**config.mk**
```make
export PLATFORM = sky130hd
export DESIGN_NAME = message_ring_queue_with_jam
export DESIGN_NICKNAME = d
export VERILOG_FILES = /design/src/rtl/core/mrq_pkg.sv /design/src/rtl/core/mrq_ram.sv /design/src/rtl/core/message_ring_queue_with_jam.sv
export VERILOG_INCLUDE_DIRS = /design/src /design/src/rtl/core
export SDC_FILE = /design/constraint.sdc
export NUM_CORES = 1
export LEC_CHECK = 0
export ABC_AREA = 1
export ABC_CLOCK_PERIOD_IN_PS = 5100
export BUFFER_PORTS_ARGS = -buffer_cell sky130_fd_sc_hd__buf_2
export CORE_MARGIN = 3
export CORE_UTILIZATION = 60
export DETAILED_ROUTE_END_ITERATION = 10
export PLACE_DENSITY = 0.79
export SYNTH_ARGS = -nofsm -noshare
export SYNTH_HDL_FRONTEND = slang
export SYNTH_HIERARCHICAL = 1
export SYNTH_SLANG_ARGS = --single-unit
```
**constraint.sdc**
```tcl
create_clock -name i_clk -period 5.1 [get_ports i_clk]
set_clock_uncertainty 0.15 [all_clocks]
set_input_delay 0 -clock i_clk [delete_from_list [all_inputs] [get_ports i_clk]]
set_output_delay 0 -clock i_clk [all_outputs]
set_load 0.01 [all_outputs]
```
**src/rtl/core/message_ring_queue_with_jam_defines.svh**
```systemverilog
// ----------------------------------------------------------------------------
// message ring queue assertion macros
// property wrappers used by the queue rtl; compiled out with NO_ASSERTIONS
// ----------------------------------------------------------------------------
`ifndef MESSAGE_RING_QUEUE_WITH_JAM_DEFINES_SVH
`define MESSAGE_RING_QUEUE_WITH_JAM_DEFINES_SVH

`ifndef NO_ASSERTIONS
// same-cycle implication, clocked on i_clk, off during reset
`define MRQ_ASSERT_NOW(label, ante, cons) \
    label: assert property (@(posedge i_clk) disable iff (!i_rst_n) (ante) |-> (cons)) \
        else $error("mrq assertion failed");
// next-cycle implication, clocked on i_clk, off during reset
`define MRQ_ASSERT_NEXT(label, ante, cons) \
    label: assert property (@(posedge i_clk) disable iff (!i_rst_n) (ante) |=> (cons)) \
        else $error("mrq assertion failed");
`else
`define MRQ_ASSERT_NOW(label, ante, cons)
`define MRQ_ASSERT_NEXT(label, ante, cons)
`endif

`endif

```
**src/rtl/core/mrq_pkg.sv**
```systemverilog
// ----------------------------------------------------------------------------
// message ring queue package
// command and status codes, payload structs and register map constants
// ----------------------------------------------------------------------------
package mrq_pkg;

    // width of the capacity register and of the message count
    localparam int CAP_W = 5;
    localparam int MSG_W = 32;

    // apb address width and register map
    localparam int PADDR_W = 3;
    localparam logic [PADDR_W-3:0] REG_CAPACITY = '0;

    typedef enum logic [1:0] {
        CMD_SEND = 2'd0,
        CMD_JAM  = 2'd1,
        CMD_RECV = 2'd2
    } t_cmd;

    typedef enum logic [1:0] {
        ST_OK    = 2'd0,
        ST_FULL  = 2'd1,
        ST_EMPTY = 2'd2
    } t_status;

    typedef struct packed {
        t_cmd               command;
        logic [MSG_W-1:0]   message_in;
    } t_mrq_in;

    typedef struct packed {
        t_status            status;
        logic [MSG_W-1:0]   message_out;
        logic [CAP_W-1:0]   count_out;
    } t_mrq_out;

endpackage

```
**src/rtl/core/mrq_ram.sv**
```systemverilog
// ----------------------------------------------------------------------------
// mrq_ram
// simple dual port ram, one write and one registered read port
// ----------------------------------------------------------------------------
module mrq_ram #(
    parameter int WIDTH = 32,
    parameter int DEPTH = 16
) (
    input  logic                                      i_clk,
    input  logic                                      i_we,
    input  logic [((DEPTH > 1) ? $clog2(DEPTH) : 1)-1:0] i_waddr,
    input  logic [WIDTH-1:0]                          i_wdata,
    input  logic                                      i_re,
    input  logic [((DEPTH > 1) ? $clog2(DEPTH) : 1)-1:0] i_raddr,
    output logic [WIDTH-1:0]                          o_rdata
);

    logic [WIDTH-1:0] r_mem [DEPTH];
    logic [WIDTH-1:0] r_rdata;

    // write port
    always_ff @(posedge i_clk) begin
        if (i_we) begin
            r_mem[i_waddr] <= i_wdata;
        end
    end

    // read port, data holds until the next read
    always_ff @(posedge i_clk) begin
        if (i_re) begin
            r_rdata <= r_mem[i_raddr];
        end
    end

    assign o_rdata = r_rdata;

endmodule

```
**src/rtl/core/message_ring_queue_with_jam.sv**
```systemverilog
// Result path: a command's result passes through the staging register and then
// the result register, and it waits in either while the result channel stalls.
// Throughput: one command per cycle while results are taken; the slot ram
// read of a receive is issued in the accept cycle and used by the staging stage.
// Reset: capacity becomes min(16, DEPTH), the queue is empty, head is zero.
// The slot ram is not cleared; only slots written by send or jam are read.
// ----------------------------------------------------------------------------
// message_ring_queue_with_jam
// circular message queue with tail send, head jam and head receive
// ----------------------------------------------------------------------------
`include "message_ring_queue_with_jam_defines.svh"

module message_ring_queue_with_jam #(
    parameter int DEPTH = 16
) (
    input  logic                              i_clk,
    input  logic                              i_rst_n,
    // command channel
    input  logic                              i_in_valid,
    output logic                              o_in_ready,
    input  mrq_pkg::t_mrq_in                  i_in,
    // result channel
    output logic                              o_out_valid,
    input  logic                              i_out_ready,
    output mrq_pkg::t_mrq_out                 o_out,
    // apb configuration port
    input  logic                              psel,
    input  logic                              penable,
    input  logic                              pwrite,
    input  logic [mrq_pkg::PADDR_W-1:0]       paddr,
    input  logic [31:0]                       pwdata,
    output logic [31:0]                       prdata,
    output logic                              pready
);

    localparam int AW      = (DEPTH > 1) ? $clog2(DEPTH) : 1;
    localparam int CW      = mrq_pkg::CAP_W;
    localparam int SW      = ((AW > CW) ? AW : CW) + 1;
    localparam int CAP_MAX = (DEPTH < 31) ? DEPTH : 31;
    localparam int CAP_RST = (DEPTH < 16) ? DEPTH : 16;

    // queue state
    logic [AW-1:0]          r_head, n_head;
    logic [CW-1:0]          r_count, n_count;
    logic [CW-1:0]          r_cap;

    // staging register between accept and result
    logic                   r_s1_valid;
    mrq_pkg::t_status       r_s1_status, n_status;
    logic [CW-1:0]          r_s1_count;
    logic                   r_s1_take, n_take;

    // result register
    logic                   r_out_valid;
    mrq_pkg::t_mrq_out      r_out;

    // ram controls
    logic                   ram_we, ram_re;
    logic [AW-1:0]          ram_waddr;
    logic [mrq_pkg::MSG_W-1:0] ram_rdata;

    logic                   in_acc, s1_adv, cfg_wr, full;
    logic [SW-1:0]          head_ext, cap_ext, tail_sum, head_inc;
    logic [AW-1:0]          tail_slot, jam_slot, next_head;
    logic [CW-1:0]          cap_wval, cap_new;

    // handshakes
    assign s1_adv     = r_s1_valid && (!r_out_valid || i_out_ready);
    assign o_in_ready = !r_s1_valid || s1_adv;
    assign in_acc     = i_in_valid && o_in_ready;
    assign cfg_wr     = psel && penable && pwrite
                        && (paddr[mrq_pkg::PADDR_W-1:2] == mrq_pkg::REG_CAPACITY);

    // apb read and clamp of written capacity
    assign pready   = 1'b1;
    assign prdata   = (paddr[mrq_pkg::PADDR_W-1:2] == mrq_pkg::REG_CAPACITY)
                      ? {{(32-CW){1'b0}}, r_cap} : 32'd0;
    assign cap_wval = pwdata[CW-1:0];

    always_comb begin
        if (cap_wval == '0) begin
            cap_new = CW'(1);
        end else if (cap_wval > CW'(CAP_MAX)) begin
            cap_new = CW'(CAP_MAX);
        end else begin
            cap_new = cap_wval;
        end
    end

    // slot addresses, all wrapped at capacity
    assign head_ext  = SW'(r_head);
    assign cap_ext   = SW'(r_cap);
    assign tail_sum  = head_ext + SW'(r_count);
    assign tail_slot = (tail_sum >= cap_ext) ? AW'(tail_sum - cap_ext) : AW'(tail_sum);
    assign jam_slot  = (r_head == '0) ? AW'(cap_ext - SW'(1)) : (r_head - AW'(1));
    assign head_inc  = head_ext + SW'(1);
    assign next_head = (head_inc == cap_ext) ? '0 : AW'(head_inc);
    assign full      = (r_count >= r_cap);

    // command decode
    always_comb begin
        n_head    = r_head;
        n_count   = r_count;
        n_status  = mrq_pkg::ST_OK;
        n_take    = 1'b0;
        ram_we    = 1'b0;
        ram_re    = 1'b0;
        ram_waddr = tail_slot;
        case (i_in.command)
            mrq_pkg::CMD_SEND: begin
                if (full) begin
                    n_status = mrq_pkg::ST_FULL;
                end else begin
                    ram_we  = in_acc;
                    n_count = r_count + CW'(1);
                end
            end
            mrq_pkg::CMD_JAM: begin
                if (full) begin
                    n_status = mrq_pkg::ST_FULL;
                end else begin
                    ram_we    = in_acc;
                    ram_waddr = jam_slot;
                    n_head    = jam_slot;
                    n_count   = r_count + CW'(1);
                end
            end
            mrq_pkg::CMD_RECV: begin
                if (r_count == '0) begin
                    n_status = mrq_pkg::ST_EMPTY;
                end else begin
                    ram_re  = in_acc;
                    n_take  = 1'b1;
                    n_head  = next_head;
                    n_count = r_count - CW'(1);
                end
            end
            default: begin
            end
        endcase
    end

    // slot store
    mrq_ram #(
        .WIDTH (mrq_pkg::MSG_W),
        .DEPTH (DEPTH)
    ) u_slot_ram (
        .i_clk   (i_clk),
        .i_we    (ram_we),
        .i_waddr (ram_waddr),
        .i_wdata (i_in.message_in),
        .i_re    (ram_re),
        .i_raddr (r_head),
        .o_rdata (ram_rdata)
    );

    // head, count and capacity
    always_ff @(posedge i_clk) begin
        if (!i_rst_n) begin
            r_head  <= '0;
            r_count <= '0;
            r_cap   <= CW'(CAP_RST);
        end else if (cfg_wr) begin
            r_head  <= '0;
            r_count <= '0;
            r_cap   <= cap_new;
        end else if (in_acc) begin
            r_head  <= n_head;
            r_count <= n_count;
        end
    end

    // staging register, waits for the ram read
    always_ff @(posedge i_clk) begin
        if (!i_rst_n) begin
            r_s1_valid <= 1'b0;
        end else if (in_acc) begin
            r_s1_valid <= 1'b1;
        end else if (s1_adv) begin
            r_s1_valid <= 1'b0;
        end
    end

    always_ff @(posedge i_clk) begin
        if (in_acc) begin
            r_s1_status <= n_status;
            r_s1_count  <= n_count;
            r_s1_take   <= n_take;
        end
    end

    // result register
    always_ff @(posedge i_clk) begin
        if (!i_rst_n) begin
            r_out_valid <= 1'b0;
        end else if (s1_adv) begin
            r_out_valid <= 1'b1;
        end else if (i_out_ready) begin
            r_out_valid <= 1'b0;
        end
    end

    always_ff @(posedge i_clk) begin
        if (s1_adv) begin
            r_out.status      <= r_s1_status;
            r_out.message_out <= r_s1_take ? ram_rdata : '0;
            r_out.count_out   <= r_s1_count;
        end
    end

    assign o_out_valid = r_out_valid;
    assign o_out       = r_out;

    // checks on queue bookkeeping
    `MRQ_ASSERT_NOW(a_count_in_cap, 1'b1, r_count <= r_cap)
    `MRQ_ASSERT_NOW(a_head_in_cap, 1'b1, head_ext < cap_ext)
    `MRQ_ASSERT_NOW(a_cap_nonzero, 1'b1, r_cap != '0)
    `MRQ_ASSERT_NEXT(a_recv_drops_one, in_acc && !cfg_wr && n_take, r_count == $past(n_count))

endmodule
```
# Yosys cells after proc, flatten, opt, wreduce, memory -nomap -nowiden
# Memory sizes are Yosys's and may differ from the RTL's. A register that Yosys moved wholly into a read port is not among the register bits.
# Cells that the tools add are included.
# W data, S select, Z words.
[classes]
reduce_logical = 19
addsub = 7
muxes = 28
magnitude_cmp = 3
n_eq_ne = 5
bitwise = 2
[ops]
columns = ["cell", "count"]
rows = [
  ["$mux W4", 7],
  ["$mux W5", 5],
  ["$mux W1", 12],
  ["$logic_not A5 Y1", 2],
  ["$pmux W5 S2", 1],
  ["$pmux W4 S2", 1],
  ["$sub A4 B1 Y4 const B", 2],
  ["$add A4 B5 Y6", 1],
  ["$ge A6 B5 Y1", 1],
  ["$reduce_bool A2 Y1", 3],
  ["$add A4 B1 Y5 const B", 1],
  ["$add A5 B1 Y5 const B", 1],
  ["$eq A5 B5 Y1", 1],
  ["$ge A5 B5 Y1", 1],
  ["$gt A5 B5 Y1 const B", 1],
  ["$logic_and A1 B1 Y1", 5],
  ["$sub A5 B1 Y5 const B", 1],
  ["$logic_not A4 Y1", 1],
  ["$ne A2 B2 Y1 const B", 2],
  ["$pmux W2 S2", 1],
  ["$reduce_and A4 Y1", 1],
  ["$reduce_or A2 Y1", 2],
  ["$sub A4 B4 Y4", 1],
  ["$eq A2 B1 Y1 const B", 1],
  ["other kinds (6)", 9],
]
[totals]
output_inout_bits = 74
elab_cells = 76
mem_count = 1
ramBits = 512
ff_bits = 63
[memory_table]
columns = ["memory", "depth", "word_bits", "read_ports", "rd_ports_with_merged_regs", "write_ports", "line_no", "text"]
rows = [
  ["u_slot_ram.r_mem", 16, 32, 1, 1, 1, "mrq_ram.sv:18", "logic [WIDTH-1:0] r_mem [DEPTH];"],
]

# Depth between registers and ports, before layout
[depth]
word_depth = 9
mapped_depth = 19
depth_no_buf = 19

# By module
# Netlist, hierarchy kept.
[modules_own_cells]
columns = ["mod", "instances", "area_each_um2", "seq_area_each_um2", "cells_per_inst"]
rows = [
  ["mrq_ram", 1, 23050.9, 16335.7, 2120],
  ["message_ring_queue_with_jam", 1, 3793.6, 1731.7, 463],
]

# Least setup slack after synthesis
# OpenSTA, ideal clock, no wires.
[synth_timing]
path_kind = "register -> register"
startpoint = "register r_head[0]"
endpoint = "memory u_slot_ram.r_mem[4][0] (enable)"
stages_incl_launch_ff = 15
t_arrival_ns = 3.848
path_slack_ns = 0.681
synth_period_minus_slack_ns = 4.419
setup_time_ns = 0.421
path_cell_list = "dfxtp_1 ha_1 fa_1 inv_1 fa_1 a21oi_1 o21bai_1 nand2_1 nand2_1 nand2_1 nand2_1 nand3_1 nand2_1 nand3b_1 nor2_1"
[synth_via]
elab_chain_len = 5
[synth_lines]
columns = ["element", "line_no", "text"]
rows = [
  ["start, declared", "message_ring_queue_with_jam.sv:43", "logic [AW-1:0] r_head, n_head;"],
  ["start signal, assigned", "message_ring_queue_with_jam.sv:168", "r_head <= n_head;"],
  ["$add A4 B5 Y6", "message_ring_queue_with_jam.sv:93", "assign tail_sum = head_ext + SW'(r_count);"],
  ["$ge A6 B5 Y1 or $sub A4 B4 Y4 (tied branches)", "message_ring_queue_with_jam.sv:94", "assign tail_slot = (tail_sum >= cap_ext) ? AW'(tail_sum - cap_ext) : AW'(tail_sum);"],
  ["$mux W4", "message_ring_queue_with_jam.sv:94", ""],
  ["$mux W4", "message_ring_queue_with_jam.sv:119", "if (full) begin"],
  ["$mux W4 *", "message_ring_queue_with_jam.sv:109", "case (i_in.command)"],
  ["net ram_waddr[3]", "message_ring_queue_with_jam.sv:59", "logic [AW-1:0] ram_waddr;"],
  ["end, declared", "mrq_ram.sv:18", ""],
]
# Mark *: on every way through the listed nets, which the timed path passes. The rest lies on a longest branch.

# Worst setup path in the final report
[layout_timing]
startpoint = "register r_count[0]"
endpoint = "memory u_slot_ram.r_mem[6][19] (enable)"
[layout_via]
elab_chain_len = 5
[layout_lines]
columns = ["element", "line_no", "text"]
rows = [
  ["start, declared", "message_ring_queue_with_jam.sv:44", "logic [CW-1:0] r_count, n_count;"],
  ["start signal, assigned", "message_ring_queue_with_jam.sv:169", "r_count <= n_count;"],
  ["$add A4 B5 Y6", "message_ring_queue_with_jam.sv:93", ""],
  ["$ge A6 B5 Y1 or $sub A4 B4 Y4 (tied branches)", "message_ring_queue_with_jam.sv:94", ""],
  ["$mux W4", "message_ring_queue_with_jam.sv:94", ""],
  ["$mux W4", "message_ring_queue_with_jam.sv:119", ""],
  ["$mux W4 *", "message_ring_queue_with_jam.sv:109", ""],
  ["net ram_waddr[3]", "message_ring_queue_with_jam.sv:59", ""],
]
# Marked as above.

==> results.yml <==
outcome:
  status: "finished, final reports clean"
hold_path:
  min_from: "i_in_valid"
  hp-class: "input port to flip-flop"
  whs_path_depth: 3
  holdPathEnd: "r_s1_count[2]$_DFFE_PP_"
synth:
  synth_area_sq_um: 26840
  synth_top_cells_by_area: "edfxtp_1 66%, nand2_1 11%, nand3_1 8.1%"
  syn_inst: 2583
  synth.area.mux_share_pct: 0
  synth_top_family_by_area: "simple AND/OR/NAND/NOR gates"
  yosysTopAreaCell: "edfxtp_1"
  synth_top_flop_cell: "edfxtp_1"
  ys_seq_elements: 607
  synthSimpleGateAreaFrac_pct: 20.45
  async_flop_share_pct: 0
  yosys.cell_types.count: 37
  synth_edf_count: 591
  synth_compound_area_share_pct: 0.5826
  yosys.area_share.adder_pct: 1.035
  avgSynthCellArea_sq_um: 10.39
  synth_top_area_share_pct: 66.11
  seq_area_frac_synth_pct: 67.30
  yosys_warnings: 6
  synth-xor-area-share_pct: 0.3263
cells_and_area:
  drive_gt1_share_pct: 9.410
  fillers: 3002
  layout.nets: 2813
  final_cell_mix: "793 x nand2_1, 591 x edfxtp_1, 474 x inv_1"
  layout_commonest_cell: "nand2_1"
  antenna_cells: 0
  syn2layout_area_growth_pct: 12.36
sta:
  finalSetupViolCount: 0
  setup_ws_ns: 0.6753
  fmax_mhz: 226.0
  relSlewSlack_pct: 25.94
  final.period_utilization_pct: 86.76
  drv_slew: 0
  hold_viol_final: 0
  fin_crit_ns: 4.425
  rsz0062_at_grt: "no"
  setup-tns-final_ns: 0
  tightest_slew_ns: 1.111
die:
  core_area_sq_um: 43650
  num_rows: 76
  die_area_sq_um: 47320
  die_w_um: 217.5
  fp.dieH_um: 217.5
  num_io_pins: 150
  initial_core_util_pct: 61.50
job:
  drv_cap: 0
setup_path:
  crit_type: "flip-flop to flip-flop"
  rr_startpoint: "r_count[0]$_SDFFE_PP0P_"
  required_ns: 5.24
  cp-start-kind: "flip-flop"
  r2r_slack_ns: 0.68
  worstPathArrival_ns: 4.56
  cp-end-kind: "flip-flop"
  crit_fanout: 17
  reg2reg_depth: 15
  worst_r2r_endpoint: "u_slot_ram/r_mem[6][19]$_DFFE_PP_"
global_route:
  grt_max_degree: 111
  track_usage_pct: 26.62
  grt_pass1_wl_um: 98260
  grt-ovfl-total: 0
  grt_pass1_vias: 18568
  antenna_found_initial: 0
cts:
  cts_tree: "yes"
  cts_made_buffers: 58
  clk_path_buf_depth: 3
  ctsResizeCount: 0
  cts_setup_buffers: 0
  cts_hold_buf: 52
  htreeDepth: 2
  cts_root_buf: "clkbuf_16"
  cts_sinks: 607
  cts.clk_slew.worst_paths_ns: 0.06
  clock_latency_ns: 0.62
routing:
  via_per_inst: 5.516
  drt_pass1_iterations: 8
  drc: 0
  wl_um: 62730
  drtAntennaViolNets: 0
  wl_per_cell_um: 18.74
  vias: 18467
  drt_iter0_markers: 2097
place:
  portBuffers: 92
  place_ws_ns: 0.7001
  place_congestion: 0.8617
  hpwlAfterDp_um: 36250
power:
  combPwrFrac_pct: 11.6
  p_switching_mw: 2.814
  p_int_mw: 8.497
  p_clk_share_pct: 37.8
  seqPwrFrac_pct: 50.5
  p_per_area_nw_per_um2: 375.0
  switching_share_pct: 24.88
  vdd_drop_max_mv: 0.3664
  p_leak_nw: 13.18
## layer usage
metal	vias to the layer above	track usage [%]	routed length, um
met4	0	11.92	2389
met2	915	46.19	31490
li1	8551	-	-
met5	-	0	0
met1	8846	33.55	23670
met3	155	3.790	5182
## metrics by stage
stage	utilization (%)	cell area, sq um	instances	hold WS (ns)	power [mW]
global route	69.11	30160	3348	0.1362	11.74
global placement	63.56	27740	3189	0.1359	7.030
detailed placement	63.56	27740	3189	0.1453	7.081
CTS	69.11	30160	3348	0.09744	11.36
floorplan	-	26940	2609	-0.1025	6.674
finish	69.11	30160	3348	0.1236	11.31
## final cells by class
cell class | instances | area [sq um] | area share (%)
clock buffers | 71 | 1500 | 4.974
repair buffers | 186 | 1371 | 4.546
well taps | 585 | 732.0 | 2.427
flip-flops and latches | 607 | 18080 | 59.93
clock inverters | 36 | 401.6 | 1.332
multi-input cells | 1379 | 6256 | 20.74
inverters | 484 | 1824 | 6.048
## critical path: stages (launching register included)
cell,delay [ns]
dfxtp_1,0.41
ha_1,0.27
fa_1,0.54
inv_1,0.09
fa_1,0.43
a21oi_1,0.18
o21bai_1,0.08
nand2_1,0.06
nand2_1,0.11
nand2_1,0.14
nand2_1,0.07
nand3_1,0.07
nand2_1,0.10
nand3b_1,0.43
nor2_4,0.57
buf_4,0.38
## how the worst max path moves through the flow
stage / start / slack [ns] / endpoint
finish: r_count[0]$_SDFFE_PP0P_ / 0.68 / u_slot_ram/r_mem[6][19]$_DFFE_PP_
global route: r_count[0]$_SDFFE_PP0P_ / 0.35 / u_slot_ram/r_mem[6][19]$_DFFE_PP_
CTS: r_count[0]$_SDFFE_PP0P_ / 0.68 / u_slot_ram/r_mem[6][19]$_DFFE_PP_
detailed placement: r_count[0]$_SDFFE_PP0P_ / 0.70 / u_slot_ram/r_mem[6][21]$_DFFE_PP_
global placement: r_count[0]$_SDFFE_PP0P_ / 0.80 / u_slot_ram/r_mem[6][22]$_DFFE_PP_
floorplan: r_head[0]$_SDFFE_PP0P_ / 0.68 / u_slot_ram/r_mem[4][0]$_DFFE_PP_
## cells in the mapped netlist, types with 3 or more instances
cell,n
buf_6,29
o21ai_0,6
o21ai_1,5
nor2_2,3
buf_4,34
buf_1,14
ha_1,19
nand2_1,793
nor2_1,45
xor2_1,8
inv_1,475
buf_2,44
inv_2,8
dfxtp_1,16
clkbuf_1,17
o22ai_1,5
a21oi_1,8
nand4_1,9
nand3_1,432
edfxtp_1,591
## power groups by stage
stage	Combinational (mW)	Clock, mW	Sequential [mW]
2_1_floorplan	0.843	0	5.83
3_3_place_gp	1.21	0	5.82
3_5_place_dp	1.26	0	5.82
4_1_cts	1.30	4.34	5.72
5_1_grt	1.45	4.56	5.73
6_report	1.32	4.28	5.72
## registers in the layout, summed over array words and instances (netlist names)
signal / cells
o_out: 39
u_slot_ram/o_rdata: 32
r_cap: 5
r_s1_status: 2
r_head: 4
o_out_valid: 1
r_s1_count: 5
u_slot_ram/r_mem: 512
r_count: 5
r_s1_valid: 1
r_s1_take: 1
## logic make-up (layout without fill, tap and decap cells)
kind of cell             count (synthesis)  in the layout
AO/OA/AOI/OAI                           28             28
XOR/XNOR                                10             10
adder cells (fa/ha/maj)                 21             21
buffers and inverters                  623            777
flip-flops                             607            607
other                                    2             28
AND/OR/NAND/NOR                       1292           1292
Power figures use the tool's default switching activity.
